[src/hw/rtl/prs_pkg.sv]
`timescale 1ns / 1ps
// ----------------------------------------------------------------------------
// prs_pkg
// Shared widths, codes and reset values of the power rail sequencer.
// ----------------------------------------------------------------------------
package prs_pkg;

    localparam int RAIL_W  = 16;
    localparam int GOOD_W  = 16;
    localparam int PRIO_W  = 48;
    localparam int LVL_W   = 3;
    localparam int ST_W    = 3;
    localparam int DELAY_W = 16;
    localparam int FUNC_W  = 3;
    localparam int IDX_W   = 5;
    localparam int CFG_W   = 48;
    localparam int CFGI_W  = 2;

    localparam int DEF_NUM_RAILS  = 16;
    localparam int DEF_NUM_GOODS  = 16;
    localparam int DEF_NUM_LEVELS = 6;

    localparam logic [DELAY_W-1:0] OFF_DELAY_RST = DELAY_W'(500);
    localparam logic               REQ_BLADE_RST = 1'b1;

    typedef enum logic [FUNC_W-1:0] {
        FN_TICK       = 3'd0,
        FN_POWER_ON   = 3'd1,
        FN_POWER_OFF  = 3'd2,
        FN_LEVEL_ON   = 3'd3,
        FN_SET_STATUS = 3'd4,
        FN_WRITE_OK   = 3'd5
    } func_t;

    typedef enum logic [CFGI_W-1:0] {
        CFG_RAIL_PRIO = 2'd0,
        CFG_GOOD_PRIO = 2'd1,
        CFG_OFF_DELAY = 2'd2,
        CFG_REQ_BLADE = 2'd3
    } cfg_idx_t;

    localparam logic [ST_W-1:0] ST_UNKNOWN  = 3'd0;
    localparam logic [ST_W-1:0] ST_OFF      = 3'd1;
    localparam logic [ST_W-1:0] ST_DISABLED = 3'd2;

    typedef struct packed {
        logic [RAIL_W-1:0] rail_enable_bits;
        logic              pwr_ok;
        logic [ST_W-1:0]   status_read;
        logic              busy_res;
        logic              accepted;
    } result_t;

endpackage

[src/hw/rtl/power_rail_sequencer_top.sv]
`timescale 1ns / 1ps
// ----------------------------------------------------------------------------
// power_rail_sequencer_top
// Rail enable / power-ok sequencer with timed, level-ordered power-off.
//
//  channel | direction | handshake          | payload
//  --------+-----------+--------------------+--------------------------------
//  s_      | in        | s_valid / s_ready  | func, mask, goods, level, ...
//  m_      | out       | m_valid / m_ready  | rails, pwr_ok, status, ...
//  cfg_    | in        | cfg_wr_en          | cfg_index, cfg_wdata
//
//  One beat per cycle while s_ready is high; state updates at the input beat.
//  The result goes to an output reg + skid reg,
//  so s_ready only drops when both hold a beat.
//  Reset clears rails, power-ok, statuses and the off sequence; no sweep.
// ----------------------------------------------------------------------------
module power_rail_sequencer_top #(
    parameter int NUM_RAILS  = prs_pkg::DEF_NUM_RAILS,
    parameter int NUM_GOODS  = prs_pkg::DEF_NUM_GOODS,
    parameter int NUM_LEVELS = prs_pkg::DEF_NUM_LEVELS
) (
    input  logic                        aclk,
    input  logic                        aresetn,

    input  logic                        cfg_wr_en,
    input  logic [prs_pkg::CFGI_W-1:0]  cfg_index,
    input  logic [prs_pkg::CFG_W-1:0]   cfg_wdata,

    input  logic                        s_valid,
    output logic                        s_ready,
    input  logic [prs_pkg::FUNC_W-1:0]  s_func,
    input  logic [prs_pkg::RAIL_W-1:0]  s_rail_mask,
    input  logic                        s_blade_enable,
    input  logic [prs_pkg::GOOD_W-1:0]  s_good_bits,
    input  logic [prs_pkg::LVL_W-1:0]   s_level,
    input  logic [prs_pkg::IDX_W-1:0]   s_index,
    input  logic [prs_pkg::ST_W-1:0]    s_new_status,
    input  logic                        s_ok_value,

    output logic                        m_valid,
    input  logic                        m_ready,
    output logic [prs_pkg::RAIL_W-1:0]  m_rail_enable_bits,
    output logic                        m_pwr_ok,
    output logic [prs_pkg::ST_W-1:0]    m_status_read,
    output logic                        m_busy_res,
    output logic                        m_accepted
);
    import prs_pkg::*;

    typedef enum logic [1:0] {
        PH_IDLE   = 2'd0,
        PH_DELAY  = 2'd1,
        PH_LEVELS = 2'd2
    } phase_t;

    // configuration
    logic [PRIO_W-1:0]  rail_prio_reg;
    logic [PRIO_W-1:0]  good_prio_reg;
    logic [DELAY_W-1:0] off_delay_reg;
    logic               req_blade_reg;

    // sequencer state
    logic [RAIL_W-1:0]  rail_enable_reg, rail_enable_next;
    logic               pwr_ok_reg, pwr_ok_next;
    logic [ST_W-1:0]    status_reg [NUM_GOODS];
    logic [ST_W-1:0]    status_next [NUM_GOODS];
    logic [LVL_W-1:0]   off_level_reg, off_level_next;
    logic [DELAY_W-1:0] delay_count_reg, delay_count_next;
    phase_t             phase_reg, phase_next;

    // output stage
    logic               m_valid_reg, skid_valid_reg;
    result_t            m_data_reg, skid_data_reg;
    result_t            res;

    logic               accept;
    logic               busy;
    logic [RAIL_W-1:0]  on_mask, lvl_mask, top_mask, down_mask;
    logic [GOOD_W-1:0]  bad_goods;
    logic [LVL_W-1:0]   lvl_dn;
    logic [DELAY_W-1:0] delay_dec;
    logic [ST_W-1:0]    rd_status;
    logic               acc;

    assign accept    = s_valid && s_ready;
    assign s_ready   = !skid_valid_reg;
    assign busy      = (phase_reg != PH_IDLE);
    assign lvl_dn    = off_level_reg - LVL_W'(1);
    assign delay_dec = delay_count_reg - DELAY_W'(1);

    // per-rail and per-good level compares
    always_comb begin
        on_mask   = '0;
        lvl_mask  = '0;
        top_mask  = '0;
        down_mask = '0;
        bad_goods = '0;
        for (int e = 0; e < NUM_RAILS; e++) begin
            on_mask[e]   = (rail_prio_reg[3*e +: 3] != '0) &&
                           (rail_prio_reg[3*e +: 3] <= LVL_W'(NUM_LEVELS));
            lvl_mask[e]  = (rail_prio_reg[3*e +: 3] == s_level);
            top_mask[e]  = (rail_prio_reg[3*e +: 3] == LVL_W'(NUM_LEVELS));
            down_mask[e] = (rail_prio_reg[3*e +: 3] == lvl_dn);
        end
        for (int o = 0; o < NUM_GOODS; o++) begin
            bad_goods[o] = (good_prio_reg[3*o +: 3] != '0) &&
                           (good_prio_reg[3*o +: 3] >= off_level_reg) &&
                           s_good_bits[o];
        end
    end

    // command decode and next state
    always_comb begin
        rail_enable_next = rail_enable_reg;
        pwr_ok_next      = pwr_ok_reg;
        off_level_next   = off_level_reg;
        delay_count_next = delay_count_reg;
        phase_next       = phase_reg;
        acc              = 1'b1;
        for (int o = 0; o < NUM_GOODS; o++) begin
            status_next[o] = status_reg[o];
        end

        case (s_func)
            FN_TICK: begin
                if (phase_reg == PH_DELAY) begin
                    delay_count_next = delay_dec;
                    if (delay_dec == '0) begin
                        off_level_next   = LVL_W'(NUM_LEVELS);
                        phase_next       = PH_LEVELS;
                        rail_enable_next = rail_enable_reg & ~top_mask;
                    end
                end else if (phase_reg == PH_LEVELS) begin
                    if (bad_goods != '0) begin
                        for (int o = 0; o < NUM_GOODS; o++) begin
                            if (bad_goods[o]) begin
                                status_next[o] = ST_UNKNOWN;
                            end
                        end
                    end else begin
                        off_level_next = lvl_dn;
                        if (lvl_dn == '0) begin
                            pwr_ok_next = 1'b0;
                            phase_next  = PH_IDLE;
                        end else begin
                            rail_enable_next = rail_enable_reg & ~down_mask;
                        end
                    end
                end
            end
            FN_SET_STATUS: begin
                for (int o = 0; o < NUM_GOODS; o++) begin
                    if (s_index == IDX_W'(o)) begin
                        status_next[o] = s_new_status;
                    end
                end
            end
            FN_POWER_ON: begin
                if (busy) begin
                    acc = 1'b0;
                end else if (req_blade_reg && !s_blade_enable) begin
                    pwr_ok_next = 1'b0;
                    acc         = 1'b0;
                end else begin
                    rail_enable_next = rail_enable_reg | (on_mask & s_rail_mask);
                    pwr_ok_next      = 1'b1;
                end
            end
            FN_POWER_OFF: begin
                if (busy) begin
                    acc = 1'b0;
                end else begin
                    for (int o = 0; o < NUM_GOODS; o++) begin
                        if (status_reg[o] != ST_DISABLED) begin
                            status_next[o] = ST_OFF;
                        end
                    end
                    delay_count_next = off_delay_reg;
                    if (off_delay_reg == '0) begin
                        off_level_next   = LVL_W'(NUM_LEVELS);
                        phase_next       = PH_LEVELS;
                        rail_enable_next = rail_enable_reg & ~top_mask;
                    end else begin
                        phase_next = PH_DELAY;
                    end
                end
            end
            FN_LEVEL_ON: begin
                if (busy) begin
                    acc = 1'b0;
                end else if (s_level != '0) begin
                    rail_enable_next = rail_enable_reg | lvl_mask;
                end
            end
            FN_WRITE_OK: begin
                if (busy) begin
                    acc = 1'b0;
                end else begin
                    pwr_ok_next = s_ok_value;
                end
            end
            default: begin
                acc = 1'b0;
            end
        endcase
    end

    // status read after update
    always_comb begin
        rd_status = ST_UNKNOWN;
        for (int o = 0; o < NUM_GOODS; o++) begin
            if (s_index == IDX_W'(o)) begin
                rd_status = status_next[o];
            end
        end
    end

    always_comb begin
        res.rail_enable_bits = rail_enable_next;
        res.pwr_ok           = pwr_ok_next;
        res.status_read      = rd_status;
        res.busy_res         = (phase_next != PH_IDLE);
        res.accepted         = acc;
    end

    always_ff @(posedge aclk) begin
        if (!aresetn) begin
            rail_prio_reg   <= '0;
            good_prio_reg   <= '0;
            off_delay_reg   <= OFF_DELAY_RST;
            req_blade_reg   <= REQ_BLADE_RST;
            rail_enable_reg <= '0;
            pwr_ok_reg      <= 1'b0;
            off_level_reg   <= '0;
            delay_count_reg <= '0;
            phase_reg       <= PH_IDLE;
            m_valid_reg     <= 1'b0;
            skid_valid_reg  <= 1'b0;
            for (int o = 0; o < NUM_GOODS; o++) begin
                status_reg[o] <= ST_UNKNOWN;
            end
        end else begin
            if (cfg_wr_en) begin
                case (cfg_index)
                    CFG_RAIL_PRIO: rail_prio_reg <= cfg_wdata[PRIO_W-1:0];
                    CFG_GOOD_PRIO: good_prio_reg <= cfg_wdata[PRIO_W-1:0];
                    CFG_OFF_DELAY: off_delay_reg <= cfg_wdata[DELAY_W-1:0];
                    CFG_REQ_BLADE: req_blade_reg <= cfg_wdata[0];
                    default: ;
                endcase
            end

            if (accept) begin
                rail_enable_reg <= rail_enable_next;
                pwr_ok_reg      <= pwr_ok_next;
                off_level_reg   <= off_level_next;
                delay_count_reg <= delay_count_next;
                phase_reg       <= phase_next;
                for (int o = 0; o < NUM_GOODS; o++) begin
                    status_reg[o] <= status_next[o];
                end
            end

            if (!m_valid_reg || m_ready) begin
                if (skid_valid_reg) begin
                    m_valid_reg    <= 1'b1;
                    m_data_reg     <= skid_data_reg;
                    skid_valid_reg <= 1'b0;
                end else begin
                    m_valid_reg <= accept;
                    if (accept) begin
                        m_data_reg <= res;
                    end
                end
            end else if (accept) begin
                skid_valid_reg <= 1'b1;
                skid_data_reg  <= res;
            end
        end
    end

    assign m_valid            = m_valid_reg;
    assign m_rail_enable_bits = m_data_reg.rail_enable_bits;
    assign m_pwr_ok           = m_data_reg.pwr_ok;
    assign m_status_read      = m_data_reg.status_read;
    assign m_busy_res         = m_data_reg.busy_res;
    assign m_accepted         = m_data_reg.accepted;

    // skid holds a beat only behind a held output beat
    a_skid_behind_out: assert property (@(posedge aclk) disable iff (!aresetn)
        skid_valid_reg |-> m_valid_reg)
        else $error("skid beat without output beat");

    a_stall_fills_skid: assert property (@(posedge aclk) disable iff (!aresetn)
        (accept && m_valid_reg && !m_ready) |=> skid_valid_reg)
        else $error("beat lost on output stall");

    a_levels_range: assert property (@(posedge aclk) disable iff (!aresetn)
        (phase_reg == PH_LEVELS) |->
            (off_level_reg != '0 && off_level_reg <= LVL_W'(NUM_LEVELS)))
        else $error("off level out of range");

    a_idle_level: assert property (@(posedge aclk) disable iff (!aresetn)
        (phase_reg == PH_IDLE) |-> (off_level_reg == '0))
        else $error("off level left set while idle");

    a_delay_nonzero: assert property (@(posedge aclk) disable iff (!aresetn)
        (phase_reg == PH_DELAY) |-> (delay_count_reg != '0))
        else $error("delay phase with zero count");

endmodule

[config.mk]
export PLATFORM = sky130hd
export DESIGN_NAME = power_rail_sequencer_top
export DESIGN_NICKNAME = d
export VERILOG_FILES = /design/src/hw/rtl/prs_pkg.sv /design/src/hw/rtl/power_rail_sequencer_top.sv
export SDC_FILE = /design/constraint.sdc
export NUM_CORES = 1
export LEC_CHECK = 0
export BUFFER_PORTS_ARGS = -buffer_cell sky130_fd_sc_hd__buf_2
export CAP_MARGIN = 5
export CORE_AREA = 2 2 220 136
export DETAILED_ROUTE_END_ITERATION = 12
export DIE_AREA = 0 0 222 138
export GPL_ROUTABILITY_DRIVEN = 1
export PLACE_DENSITY = 0.76
export SLEW_MARGIN = 20
export SYNTH_ARGS = -nofsm -noshare
export SYNTH_HDL_FRONTEND = slang
export SYNTH_SLANG_ARGS = --single-unit
[constraint.sdc]
create_clock -name aclk -period 3.92 [get_ports aclk]
set_input_delay 1.176 -clock aclk [delete_from_list [all_inputs] [get_ports aclk]]
set_output_delay 1.176 -clock aclk [all_outputs]
set_load 0.01 [all_outputs]
==> flow_metrics.py <==
metrics = {
    "drt": {
        "routedWlPerCell_um": 23.63,
        "ant_nets": 0,
        "vias_per_cell": 6.595,
        "initialDrtViolationCount": 2580,
        "vias": 16470,
        "wl_mm": 59.01,
        "firstDrtPassIters": 6,
        "drc": 0,
    },
    "layout": {
        "mostFrequentLayoutCell": "nand2_1",
        "area_growth_pct": 16.45,
        "fin_util_pct": 62.32,
        "drive_above_1_share_pct": 17.26,
        "diodes": 0,
        "final_cells": 2497,
        "num-fill-cells": 2538,
        "final_net_count": 2253,
        "final_cell_mix": "nand2_1, a21oi_1, nor2_1",
    },
    "global_route": {
        "grt_max_degree": 71,
        "first_global_vias": 15440,
        "grt.total_usage_pct": 37.30,
        "antenna_found_initial": 0,
        "grt_pass1_wl_mm": 89.22,
        "grt.overflow.total": 0,
    },
    "synth": {
        "syn_nets": 2112,
        "async_reset_ff_share_pct": 0,
        "synth_top_area_share_pct": 19.74,
        "ys_ff_latch": 245,
        "yosysSeqAreaShare_pct": 37.54,
        "yosys.area.top_type": "dfxtp_1",
        "synthesis.area_um2": 15520,
        "synth-main-ff-cell": "dfxtp_1",
        "synth_cell_types": 82,
        "syn_inst": 1957,
        "ys.warnings.count": 0,
        "postSynthAreaPerCell_um2": 7.930,
        "synth_edf_count": 92,
        "synthTopCellsByArea": "dfxtp_1, edfxtp_1, a21oi_1",
    },
    "power": {
        "peakVddDrop_mv": 0.2900,
        "p_switching_mw": 1.939,
        "internal_power_mw": 4.633,
        "pwr-share-comb_pct": 17.6,
        "seq_power_share_pct": 43.8,
        "power_density_nw_per_um2": 363.6,
        "swShare_pct": 29.50,
        "p_leak_nw": 6.666,
        "clkPwrFrac_pct": 38.6,
    },
    "setup_path": {
        "cp.arrival_ps": 4130,
        "path_cells": "clkinvlp_4 > ha_1 > nand2_1 > o21ai_0 > a21oi_1 > o41ai_1 > a311oi_1 > buf_4 > a211oi_2 > nand3_1 > o211a_1 > mux2_2",
        "reg2regPathDepth": 12,
        "max_stage_delay_ps": 720,
        "path_class": "reg2reg",
        "path_buf_inv": 2,
        "cp.depth": 12,
        "crit_family": "compound AO/OA/AOI/OAI gates",
        "worst_setup_path_start_kind": "flop",
        "critPathRequiredTime_ps": 4220,
        "critPathSlowestCell": "o21ai_0",
        "end_kind": "flop",
        "path_max_fanout": 5,
    },
    "clock_network": {
        "htree_levels": 1,
        "clk_pin_slew_ps": 70,
        "clk_latency_ps": 550,
        "cts_buffers": 25,
        "cts_tree": "done",
        "clk_path_buf_depth": 3,
        "cts_root_buffer": "clkbuf_16",
        "clkSinkCount": 245,
        "hold_buffers": 0,
    },
    "floorplan": {
        "start_util_pct": 53.51,
        "io_pins": 127,
        "chipWidth_um": 222,
        "row_count": 49,
        "fp.coreArea_um2": 29000,
        "die_area_um2": 30640,
        "fp.dieH_um": 138,
    },
    "placed_design": {
        "hpwl_mm": 42.78,
        "dp_cells": 2452,
        "place_congestion": 1.019,
        "port_buffers": 126,
    },
    "timing": {
        "setup_violations": 0,
        "fin_crit_ps": 3836,
        "min_period_over_period_pct": 97.86,
        "drv_slew": 0,
        "skew_ps": 13.18,
        "hold_viol": 0,
        "fmax_mhz": 260.7,
        "relSlewSlack_pct": 23.69,
        "tightest_slew_ps": 1145,
    },
    "outcome": {
        "status": "complete, no violations",
    },
    "flow_run": {
        "maxCapViolCount": 0,
    },
    "worst_hold_path": {
        "hold_path.class": "reg2reg",
        "whs_path_depth": 2,
    },
}
[per-stage QoR]
step	total power [mW]	instance area [um^2]	hold WS, ps	TNS (ps)	worst slack, ps
after floorplan	3.581	15520	436.5	0	79.08
after global placement	3.998	17150	451.6	-2.981	-2.981
after detailed placement	4.029	17150	463.7	-35.80	-35.80
after CTS	6.519	18010	472.8	0	56.34
after global routing	6.746	18070	499.7	-8.636	-8.636
final	6.571	18070	470.5	0	84.01
[worst reg2reg max path: cells and delay by family, from the launching register on]
family	cells	cell delay, ps
AND/OR/NAND/NOR	2	160
buffers and inverters	2	400
flip-flops	1	380
AO/OA/AOI/OAI	6	2030
multiplexers	1	260
adder cells (fa/ha/maj)	1	360
[metal layers]
| metal | part of all wire (%) | up-vias | routed length, um | GRT usage (%) |
|---|---|---|---|---|
| met5 | 0 | - | 0 | 0 |
| met4 | 3.6 | 0 | 2111 | 13.16 |
| met3 | 14 | 178 | 8368 | 13.54 |
| met2 | 41 | 1154 | 23990 | 52.65 |
| met1 | 42 | 7796 | 24530 | 52.33 |
| li1 | - | 7339 | - | - |
[cells by family (layout without fill, tap and decap cells)]
| logic type | Yosys count | in the layout | share of synthesized area, % |
|---|---|---|---|
| buf+inv | 178 | 336 | 4.604 |
| flops | 245 | 245 | 37.54 |
| fa+ha+maj | 52 | 52 | 4.193 |
| compound gates | 582 | 582 | 22.73 |
| mux | 22 | 22 | 1.701 |
| simple gates | 793 | 793 | 24.44 |
| xor+xnor | 85 | 85 | 4.797 |
[timing repair]
| item | in CTS | in global routing |
|---|---|---|
| buffers inserted | 0 | 1 |
| gates resized for setup | 0 | 10 |
| setup endpoints to repair | 0 | 32 |
[power by group through the flow]
stage	Sequential (mW)	Combinational (mW)	Clock, mW
after floorplan	2.89	0.687	0
after global placement	2.92	1.08	0
after detailed placement	2.93	1.10	0
after CTS	2.87	1.11	2.54
after global routing	2.89	1.23	2.62
final	2.88	1.15	2.54
[final cells by class]
type	instances	area [um^2]	area share [%]
repair buffers	257	1727	9.555
well taps	382	478.0	2.645
inverters	35	137.6	0.7616
multi-input cells	1534	9046	50.06
flip-flops and latches	245	5828	32.25
clock buffers	37	808.3	4.473
clock inverters	7	46.29	0.2562
[synth_stat cells, types with 4 or more instances]
| cell | number |
|---|---|
| nor2_1 | 168 |
| nor2b_1 | 24 |
| buf_1 | 10 |
| nand4_1 | 5 |
| o21ai_0 | 94 |
| buf_2 | 15 |
| a32oi_1 | 4 |
| and3_1 | 22 |
| nand3b_1 | 19 |
| o31ai_1 | 40 |
| mux2_2 | 15 |
| a211oi_1 | 10 |
| o31a_1 | 6 |
| o211ai_1 | 8 |
| a22oi_1 | 17 |
| nand2_1 | 335 |
| a41oi_1 | 24 |
| or2_2 | 5 |
| nand2b_1 | 25 |
| nor4_4 | 5 |
| nand3_1 | 39 |
| xnor2_1 | 83 |
| nor3_1 | 56 |
| a311oi_1 | 20 |
| a31oi_1 | 17 |
| clkbuf_1 | 115 |
| o21a_1 | 18 |
| a2bb2oi_1 | 4 |
| nor4_1 | 35 |
| o32ai_1 | 4 |
| or3b_2 | 4 |
| a21o_1 | 6 |
| ha_1 | 52 |
| and2_1 | 9 |
| inv_1 | 34 |
| or4_1 | 4 |
| edfxtp_1 | 92 |
| nor3b_1 | 4 |
| o22ai_1 | 5 |
| a21oi_1 | 277 |
| or3_1 | 10 |
| o21ai_1 | 4 |
| dfxtp_1 | 153 |
| mux2_4 | 5 |
[path summary, 6_finish.rpt]
kind	start	to	slack [ps]
hold / removal	good_prio_reg[21]	good_prio_reg[21]	470
setup / recovery	off_level_reg[2]	m_status_read[1]	80
hold reg to reg	good_prio_reg[21]	good_prio_reg[21]	470
setup reg to reg	off_level_reg[2]	m_status_read[1]	80
(Power assumes the default switching activity.)
